[src/sv/stream_suffix_dictionary_match_defines.svh]
// ---------------------------------------------------------------------------
// stream_suffix_dictionary_match_defines
// Assertion macros for the suffix dictionary matcher.
// ---------------------------------------------------------------------------
`ifndef STREAM_SUFFIX_DICTIONARY_MATCH_DEFINES_SVH
`define STREAM_SUFFIX_DICTIONARY_MATCH_DEFINES_SVH
// implication checked at every clock edge outside reset
`define SSDM_ASSERT_IMP(label, clk, rst, ante, cons) \
   label: assert property (@(posedge clk) disable iff (rst) (ante) |-> (cons)) \
      else $error("assertion failed");
// implication checked in the cycle after the antecedent
`define SSDM_ASSERT_NEXT(label, clk, rst, ante, cons) \
   label: assert property (@(posedge clk) disable iff (rst) (ante) |=> (cons)) \
      else $error("assertion failed");
`endif

[src/sv/ssdm_pkg.sv]
// ---------------------------------------------------------------------------
// ssdm_pkg
// Shared types and constants of the suffix dictionary matcher.
// ---------------------------------------------------------------------------
`default_nettype none
package ssdm_pkg;
   localparam int NODE_CAPACITY_DEF = 4096;
   localparam int MAX_WORD_LEN_DEF  = 64;
   localparam int ALPHABET_SIZE_DEF = 26;
   localparam int LETTER_W = 5;
   localparam int STATUS_W = 2;

   localparam logic [STATUS_W-1:0] ST_OK       = 2'd0;
   localparam logic [STATUS_W-1:0] ST_FULL     = 2'd1;
   localparam logic [STATUS_W-1:0] ST_TOO_LONG = 2'd2;

   localparam logic CMD_LOAD  = 1'b0;
   localparam logic CMD_QUERY = 1'b1;

   typedef enum logic [3:0] {
      S_CLEAR, S_IDLE, S_LD_READ, S_LD_WAIT, S_LD_DO,
      S_Q_PUSH, S_Q_HIST, S_Q_READ, S_Q_WAIT, S_Q_STEP, S_OUT
   } state_type;

   // controller -> datapath
   typedef struct packed {
      logic clear_step;
      logic capture;
      logic ld_read;
      logic ld_commit;
      logic q_push;
      logic q_read;
      logic q_step;
      logic out_load;
   } cmd_type;

   // datapath -> controller
   typedef struct packed {
      logic clear_done;
      logic is_query;
      logic q_done;
   } sts_type;
endpackage
`default_nettype wire

[src/sv/ssdm_ctrl.sv]
// ---------------------------------------------------------------------------
// ssdm_ctrl
// Sequencer: clear sweep, load and query walk steps, result hand-off.
// ---------------------------------------------------------------------------
`default_nettype none
module ssdm_ctrl
   import ssdm_pkg::*;
(
   input  wire logic    clock,
   input  wire logic    reset,
   input  wire logic    in_valid,
   output logic         in_ready,
   input  wire logic    out_busy,
   input  wire sts_type sts,
   output cmd_type      cmd
);
   state_type state_ff, state_in;

   always_ff @(posedge clock) begin
      if (reset) state_ff <= S_CLEAR;
      else       state_ff <= state_in;
   end

   always_comb begin
      state_in = state_ff;
      cmd      = '0;
      in_ready = 1'b0;
      case (state_ff)
         S_CLEAR: begin
            cmd.clear_step = 1'b1;
            if (sts.clear_done) state_in = S_IDLE;
         end
         S_IDLE: begin
            in_ready = 1'b1;
            if (in_valid) begin
               cmd.capture = 1'b1;
               state_in = S_LD_READ;
            end
         end
         S_LD_READ: begin
            if (sts.is_query) begin
               state_in = S_Q_PUSH;
            end else begin
               cmd.ld_read = 1'b1;
               state_in = S_LD_WAIT;
            end
         end
         S_LD_WAIT: state_in = S_LD_DO;
         S_LD_DO: begin
            cmd.ld_commit = 1'b1;
            state_in = S_OUT;
         end
         S_Q_PUSH: begin
            cmd.q_push = 1'b1;
            state_in = S_Q_HIST;
         end
         // history letter at the walk position lands in its read register
         S_Q_HIST: state_in = S_Q_READ;
         S_Q_READ: begin
            if (sts.q_done) begin
               state_in = S_OUT;
            end else begin
               cmd.q_read = 1'b1;
               state_in = S_Q_WAIT;
            end
         end
         S_Q_WAIT: state_in = S_Q_STEP;
         S_Q_STEP: begin
            cmd.q_step = 1'b1;
            state_in = S_Q_HIST;
         end
         S_OUT: begin
            if (!out_busy) begin
               cmd.out_load = 1'b1;
               state_in = S_IDLE;
            end
         end
         default: state_in = S_CLEAR;
      endcase
   end
endmodule
`default_nettype wire

[config.mk]
export PLATFORM = sky130hd
export DESIGN_NAME = ssdm_ctrl
export DESIGN_NICKNAME = d
export VERILOG_FILES = /design/src/sv/stream_suffix_dictionary_match_defines.svh /design/src/sv/ssdm_pkg.sv /design/src/sv/ssdm_ctrl.sv
export SDC_FILE = /design/constraint.sdc
export NUM_CORES = 1
export LEC_CHECK = 0
export BUFFER_PORTS_ARGS = -buffer_cell sky130_fd_sc_hd__buf_2
export CORE_AREA = 10 10 47 49
export CTS_CLUSTER_DIAMETER = 100
export CTS_CLUSTER_SIZE = 14
export DETAILED_ROUTE_END_ITERATION = 7
export DIE_AREA = 0 0 57 59
export PLACE_DENSITY = 0.56
export SYNTH_ARGS = -nofsm -noshare
export SYNTH_HDL_FRONTEND = slang
export SYNTH_SLANG_ARGS = --single-unit
[constraint.sdc]
create_clock -name clock -period 1.3 [get_ports clock]
set_input_delay 0.195 -clock clock [delete_from_list [all_inputs] [get_ports clock]]
set_output_delay 0.195 -clock clock [all_outputs]
set_load 0.005 [all_outputs]
==> flow_metrics.tcl, run 1 <==
set metrics [dict create \
    status "complete, but fails checks" \
    violations "setup timing" \
    required_ns 1.11 \
    top_register "state_ff" \
    avgSynthCellArea_um2 7.34 \
    pwr_density_cell_nw_per_um2 941 \
    cts_sinks 4 \
    antenna_found_initial 0 \
    skew_ns 0.000415 \
    grt_first_pass_wirelength_um 2230 \
    crit_path_max_fanout 6 \
    slew_viol_final 0 \
    cp_data_arrival_time_ns 1.21 \
    grt-ovfl-total 0 \
    async_flop_share_pct 0 \
    ir_drop_v 0.000530 \
    die_w_um 57 \
    crit_type "reg -> out" \
    max-slew-margin-rel_pct 78.5 \
    synth_area_um2 382 \
    fillerInstances 140 \
    ctsHoldBuffers 0 \
    largest_reg_flops 4 \
    cts_buffer_depth 2 \
    routed_via_density 4.74 \
    dp.final_hpwl_um 880 \
    grt.total_usage_pct 7.82 \
    syn_inst 52 \
    largestRegisters "state_ff (4)" \
    synth_edf_count 0 \
    yosysWarnings 0 \
    synth.net_count 59 \
    cts_made_buffers 3 \
    ys.flop_type "dfxtp_1" \
    start_util_pct 27.2 \
    end_kind "output pin" \
    clock_latency_ns 0.23 \
    core_area_um2 1400 \
    wl_per_cell_um 14.1 \
    total_power_uw 672 \
    nets 93 \
    area_growth_pct 87.2 \
    synth_top_area_share_pct 21.0 \
    post-route-drc-count 0 \
    setup_viol 4 \
    rsz0062_at_grt "yes" \
    tightest_slew_ns 0.321 \
    holdWs_ns 0.172 \
    ios 16 \
    die_area_um2 3360 \
    fin_crit_sh_pct 108 \
    cts_tree "done" \
    clock-root-buffer "clkbuf_4" \
    hp-class "in -> reg" \
    synth.largest_area_cell "dfxtp_1" \
    wirelength_um 1410 \
    vias 474 \
    cts_htree_levels 1 \
    rows 14 \
    cp-start-kind "register" \
    max-cap-violations 0 \
    ys_ff_latch 4 \
    layout-drive-gt1-share_pct 65.5 \
    fmax_ghz 0.713 \
    ys_seq_area_share_pct 21.0 \
    fin_crit_ns 1.40 \
    leakage_uw 0.000315 \
    port_buffers 15 \
    layout_setup_ws_ns -0.103 \
    synthTopCellsByArea "dfxtp_1 (21%), nand2_1 (6.9%), nor2_1 (6.9%), nor3_1 (6.6%), buf_6 (5.9%)" \
    ant_nets 0 \
    dieHeight_um 59 \
    drt_iter0_markers 9 \
    hold_viol_final 0 \
    n_antenna_cell 0 \
    clkTransAtPathRegs_ns 0.04 \
    grt_max_degree 9 \
    place_congestion 0.745 \
    grt_pass1_vias 525 \
    ys_types 26 \
    drt_pass1_iterations 4 \
]
[cells in the final DEF (no fill, tap or decap), types with 2 or more instances in the layout]
master | Yosys | routed
nor3_4 | 0 | 2
clkbuf_4 | 0 | 3
nand2_1 | 7 | 7
a21oi_1 | 2 | 2
a31o_1 | 2 | 2
nor3_2 | 0 | 2
buf_4 | 0 | 14
dfxtp_4 | 0 | 4
o21ai_0 | 2 | 2
buf_6 | 2 | 2
a21oi_2 | 2 | 2
buf_2 | 2 | 15
nor2_1 | 7 | 6
and2b_2 | 2 | 2
[logic make-up (layout without fill, tap and decap cells)]
family	after synthesis	in the layout	share of synthesized area (%)
mux	1	1	2.62
flops	4	4	21.0
simple gates	29	29	43.0
xor+xnor	1	1	2.30
compound gates	12	12	21.6
buf+inv	5	37	9.51
[cell type report]
type	count	area (µm²)	share of cell area, %
Clock buffer	3	22.5	3.15
Inverter	1	6.26	0.876
Multi-Input combinational cell	43	333	46.6
Sequential cell	4	95.1	13.3
Tap cell	16	20.0	2.80
Timing Repair Buffer	33	238	33.3
[power breakdown]
| part | switching, µW | internal [µW] | total [µW] |
|---|---|---|---|
| combinational | 154 | 207 | 361 |
| sequential | 25.9 | 139 | 165 |
| clock | 44.1 | 103 | 147 |
| total | 224 | 448 | 672 |
[what timing repair did]
action                     CTS  global route
gates resized for setup     14            12
setup buffers                7             3
pin swaps                    3             9
setup endpoints to repair    9            11
[Yosys cell counts, types with 2 or more instances]
cell type and instances:
o21ai_0 2, buf_6 2, and2b_2 2, nand2_1 7, a21oi_2 2, a31o_1 2
a21oi_1 2, buf_2 2, dfxtp_1 4, nor3_1 5, nor2_1 7
[stage by stage]
step / instances / setup slack, ns / area [µm²] / utilization [%] / TNS [ns]
after global routing: 100 / -0.154 / 714 / 51.0 / -0.671
final: 100 / -0.103 / 714 / 51.0 / -0.197
after CTS: 97 / -0.0781 / 622 / 44.4 / -0.185
after detailed placement: 87 / 0.0228 / 504 / 36.0 / 0
after global placement: 87 / 0.0282 / 504 / 36.0 / 0
after floorplan: 52 / 0.164 / 382 / - / 0
[final timing paths]
check         startpoint           to  slack (ns)  cells past startpoint
max          state_ff[3]       cmd[7]       -0.10                      3
min                reset  state_ff[2]        0.17                      2
max reg2reg  state_ff[2]  state_ff[1]        0.05                      4
min reg2reg  state_ff[3]  state_ff[2]        0.65                      3
[routing by layer]
metal | track usage, % | up-vias | share of wire, %
met3 | 0.858 | 0 | 1.8
met1 | 7.83 | 222 | 35
met4 | 3.69 | 0 | 0
met5 | 0 | - | 0
li1 | - | 249 | -
met2 | 15.5 | 3 | 63
[critical path, cell delays in order, from the launching register on]
cell and delay (ns):
dfxtp_4 0.37, buf_4 0.15, nor4_2 0.29, buf_2 0.16
Power figures use the tool's default switching activity.
==> inputs of run 2 (changes only) <==
Settings changed: ABC_AREA from default to 1, PLACE_DENSITY 0.56 to 0.53.
==> flow_metrics.tcl, run 2 <==
set metrics [dict create \
    postCtsSetupBuffers 0 \
    die_area_um2 3360 \
    tightest_slew_ns 0.171 \
    required_ns 1.11 \
    place_inst 91 \
    fin_crit_sh_pct 97.1 \
    grt_max_degree 9 \
    largest_reg_flops 4 \
    clock-root-buffer "clkbuf_4" \
    dieHeight_um 59 \
    pre_cts_ws_ns 0.145 \
    final_common_cell "buf_2" \
    post-route-drc-count 0 \
    ant_nets 0 \
    port_buffers 15 \
    synth_edf_count 0 \
    grt-ovfl-total 0 \
    slew_viol_final 0 \
    drt_iter0_markers 2 \
    ys.flop_type "dfxtp_1" \
    layout_common_cells "buf_2 (15), nand2_1 (11), inv_1 (9)" \
    area_growth_pct 50.6 \
    r2r_end "state_ff[1]" \
    status "finished clean" \
    cts_htree_levels 1 \
    min_to "state_ff[2]" \
    grt_pass1_vias 392 \
    clkTransAtPathRegs_ns 0.04 \
    cp_data_arrival_time_ns 1.07 \
    wl_per_cell_um 10.4 \
    cp_cell_sequence "or2_4 > nor2_4 > buf_2" \
    ios 16 \
    pwr_density_cell_nw_per_um2 1290 \
    grt.total_usage_pct 5.96 \
    die_w_um 57 \
    final_util_pct 36.2 \
    synth.largest_area_cell "dfxtp_1" \
    leakage_uw 0.000264 \
    setup_viol 0 \
    synth.most_common_cell "nand2_1" \
    ctsHoldBuffers 0 \
    n_antenna_cell 0 \
    rsz0062_at_grt "yes" \
    top_register "state_ff" \
    async_flop_share_pct 0 \
    dp.final_hpwl_um 826 \
    place_congestion 0.825 \
    largestRegisters "state_ff (4)" \
    rows 14 \
    cts_made_buffers 3 \
    avgSynthCellArea_um2 5.61 \
    layout-drive-gt1-share_pct 48.7 \
    cts_sinks 4 \
    r2r-start "state_ff[3]" \
    critical_path.slowest_cell "dfxtp_4" \
    final_cells 94 \
    fmax_ghz 0.792 \
    hp-start "reset" \
    ys_types 15 \
    crit_path_max_fanout 6 \
    ys_seq_area_share_pct 23.8 \
    layout_setup_ws_ns 0.0379 \
    ys_ff_latch 4 \
    cp-start-kind "register" \
    routed_via_density 4.40 \
    synth_area_um2 337 \
    holdPathStages 2 \
    fin_crit_ns 1.26 \
    start_util_pct 24.0 \
    end_kind "output pin" \
    syn_inst 60 \
    grt_first_pass_wirelength_um 1570 \
    hp-class "in -> reg" \
    vias 414 \
    nets 87 \
    synthTopCellsByArea "dfxtp_1 (24%), nand2_1 (13%), inv_1 (12%), nor2_1 (12%), nor3_1 (5.9%)" \
    cts_buffer_depth 2 \
    ir_drop_v 0.000757 \
    core_area_um2 1400 \
    cts_tree "done" \
    drt_pass1_iterations 2 \
    yosysWarnings 0 \
    rr_worst_depth 8 \
    antenna_found_initial 0 \
    max-slew-margin-rel_pct 88.6 \
    skew_ns 0.00963 \
    synth.net_count 67 \
    max-cap-violations 0 \
    synth_top_area_share_pct 23.8 \
    clock_latency_ns 0.24 \
    reg2reg_slack_ns 0.24 \
    wirelength_um 979 \
    max_stage_delay_ns 0.36 \
    crit_type "reg -> out" \
    synthTopCellsByCount "nand2_1 (12), inv_1 (11), nor2_1 (11)" \
    hold_viol_final 0 \
]
==> run 2: changes by cell type in the layout (fill, tap and decap cells not counted), moves of 3 or more <==
cell and change:
nand2_2 +4, nand2_1 +4, inv_1 +9, buf_4 -14, a31oi_1 +3, nor2_2 +3
==> run 2: layout make-up <==
cell class	instances	area, µm²
Inverter	12	50.0
Timing Repair Buffer	15	75.1
Fill cell	165	895
Tap cell	16	20.0
Clock buffer	3	22.5
Sequential cell	4	95.1
Multi-Input combinational cell	44	244
==> run 2: critical path: cells and delay by family, from the launching register on <==
family	cells	cell delay, ns
buf+inv	1	0.12
flops	1	0.36
simple gates	2	0.34
==> run 2: worst max-delay path by stage <==
stage,start,to,slack (ns),cells after the start
global route,state_ff[0],cmd[6],-0.05,5
global placement,state_ff[2],state_ff[1],0.12,6
CTS,state_ff[2],cmd[6],-0.007,4
finish,state_ff[2],cmd[5],0.04,3
detailed placement,state_ff[2],state_ff[1],0.14,6
floorplan,state_ff[2],state_ff[1],0.29,6
==> run 2: cells by family (layout without fill, tap and decap cells) <==
kind of cell | after synthesis | count (layout) | synth area share, %
AND/OR/NAND/NOR | 38 | 38 | 52.8
buffers and inverters | 12 | 30 | 13.4
AO/OA/AOI/OAI | 6 | 6 | 10.0
flip-flops | 4 | 4 | 23.8
==> run 2: per-layer routing <==
| metal | part of all wire, % | vias to the layer above | wire length, µm | track usage [%] |
|---|---|---|---|---|
| met5 | 0 | - | 0 | 0 |
| met4 | 0 | 0 | 0 | 1.01 |
| met3 | 8.1 | 0 | 79 | 5.58 |
| met2 | 43 | 15 | 421 | 8.06 |
| met1 | 49 | 173 | 478 | 6.75 |
| li1 | - | 226 | - | - |
==> run 2: repair_timing <==
action | in CTS | in global routing
gates cloned | 0 | 0
resized for setup | 8 | 13
endpoints found under the setup margin | 6 | 9
pin swaps | 0 | 2
==> run 2: report_power, final <==
part           internal [µW]  leakage [µW]  switching, µW
logic                    122      0.000215            175
clock network            103     0.0000138           53.5
registers                154     0.0000356           43.8
total                    380      0.000264            272
==> run 2: through the flow <==
step | hold slack [ns] | cell area, µm² | total power, µW | setup TNS, ns
floorplan | 0.264 | 337 | 358 | 0
global placement | 0.405 | 432 | 449 | 0
detailed placement | 0.409 | 432 | 447 | 0
CTS | 0.145 | 472 | 632 | -0.00707
global route | 0.146 | 507 | 718 | -0.0832
finish | 0.153 | 507 | 652 | 0
==> inputs of run 3 (changes only) <==
Clock period 1.3 ns to 1.4 ns, I/O delays scaled along.
==> flow_metrics.tcl, run 3 (same netlist as run 2, synthesis figures left out) <==
set metrics [dict create \
    place_congestion 0.762 \
    layout_common_cells "buf_2 (15), nand2_1 (12), inv_1 (11)" \
    clock-root-buffer "clkbuf_4" \
    grt_first_pass_wirelength_um 1600 \
    top_register "state_ff" \
    wirelength_um 982 \
    start_util_pct 24.0 \
    cts_tree "done" \
    rows 14 \
    dp.final_hpwl_um 809 \
    pre_cts_ws_ns 0.241 \
    antenna_found_initial 0 \
    status "finished clean" \
    crit_path_max_fanout 4 \
    cts_htree_levels 1 \
    cts_buffer_depth 2 \
    hp-class "in -> reg" \
    grt-ovfl-total 0 \
    post-route-drc-count 0 \
    port_buffers 15 \
    grt.total_usage_pct 5.70 \
    pwr_density_cell_nw_per_um2 1220 \
    layout-drive-gt1-share_pct 39.7 \
    tightest_slew_ns 0.179 \
    fmax_ghz 0.758 \
    postCtsSetupBuffers 0 \
    slew_viol_final 0 \
    clkTransAtPathRegs_ns 0.04 \
    ios 16 \
    fin_crit_sh_pct 94.2 \
    clock_latency_ns 0.23 \
    layout_setup_ws_ns 0.0809 \
    skew_ns 0.00822 \
    die_area_um2 3360 \
    required_ns 1.19 \
    fin_crit_ns 1.32 \
    max-slew-margin-rel_pct 88.0 \
    wl_per_cell_um 10.4 \
    dieHeight_um 59 \
    ir_drop_v 0.000580 \
    final_cells 94 \
    n_antenna_cell 0 \
    area_growth_pct 40.1 \
    place_inst 91 \
    nets 87 \
    crit_type "reg -> out" \
    cts_sinks 4 \
    setup_viol 0 \
    vias 438 \
    max-cap-violations 0 \
    cp-start-kind "register" \
    drt_pass1_iterations 4 \
    end_kind "output pin" \
    grt_max_degree 9 \
    largestRegisters "state_ff (4)" \
    largest_reg_flops 4 \
    routed_via_density 4.66 \
    cts_made_buffers 3 \
    leakage_uw 0.000262 \
    cp_data_arrival_time_ns 1.11 \
    hold_viol_final 0 \
    final_common_cell "buf_2" \
    ant_nets 0 \
    die_w_um 57 \
    core_area_um2 1400 \
    drt_iter0_markers 5 \
    grt_pass1_vias 441 \
]
-- run 3: cell counts in the layout (fill, tap and decap cells not counted) --
No cell type changed its count.
-- run 3: through the flow --
| step | total power, µW | TNS, ns | instance area, µm² | util (%) | hold slack (ns) |
|---|---|---|---|---|---|
| finish | 576 | 0 | 472 | 33.7 | 0.173 |
| global route | 633 | -0.00952 | 472 | 33.7 | 0.191 |
| detailed placement | 416 | 0 | 432 | 30.8 | 0.420 |
| global placement | 419 | 0 | 432 | 30.8 | 0.424 |
| CTS | 557 | 0 | 454 | 32.4 | 0.175 |
| floorplan | 333 | 0 | 337 | - | 0.279 |
-- run 3: timing repair --
action | 4_1_cts | 5_1_grt
hold buffers | 0 | 0
setup endpoints to repair | 0 | 5
resized for setup | 0 | 7
-- run 3: area by class of cell --
| type | count | area (µm²) |
|---|---|---|
| fillers | 181 | 930 |
| multi-input cells | 44 | 224 |
| flip-flops and latches | 4 | 85.1 |
| repair buffers | 15 | 75.1 |
| inverters | 12 | 45.0 |
| clock buffers | 3 | 22.5 |
| well taps | 16 | 20.0 |
-- run 3: path summary, 6_finish.rpt --
| kind | startpoint | cells past startpoint | to | slack (ns) |
|---|---|---|---|---|
| min | reset | 2 | state_ff[1] | 0.17 |
| max reg2reg | state_ff[0] | 8 | state_ff[1] | 0.29 |
| min reg2reg | state_ff[1] | 2 | state_ff[2] | 0.56 |
| max | state_ff[3] | 4 | cmd[4] | 0.08 |
-- run 3: power breakdown --
group          internal (µW)  switching, µW  total, µW  leakage, µW
clock network           95.8           45.9        142    0.0000138
logic                    102            157        259     0.000213
registers                140           35.0        175    0.0000343
-- run 3: per-layer routing --
layer	global-route usage (%)	part of all wire [%]
met1	6.17	46
met5	0	0
met4	3.02	1.3
met2	9.30	45
met3	2.36	7.6
-- run 3: critical path: stages (launching register included) --
cell and delay, ns:
dfxtp_2 0.34, inv_1 0.11, nand2_1 0.12, nor2_1 0.17, buf_2 0.14
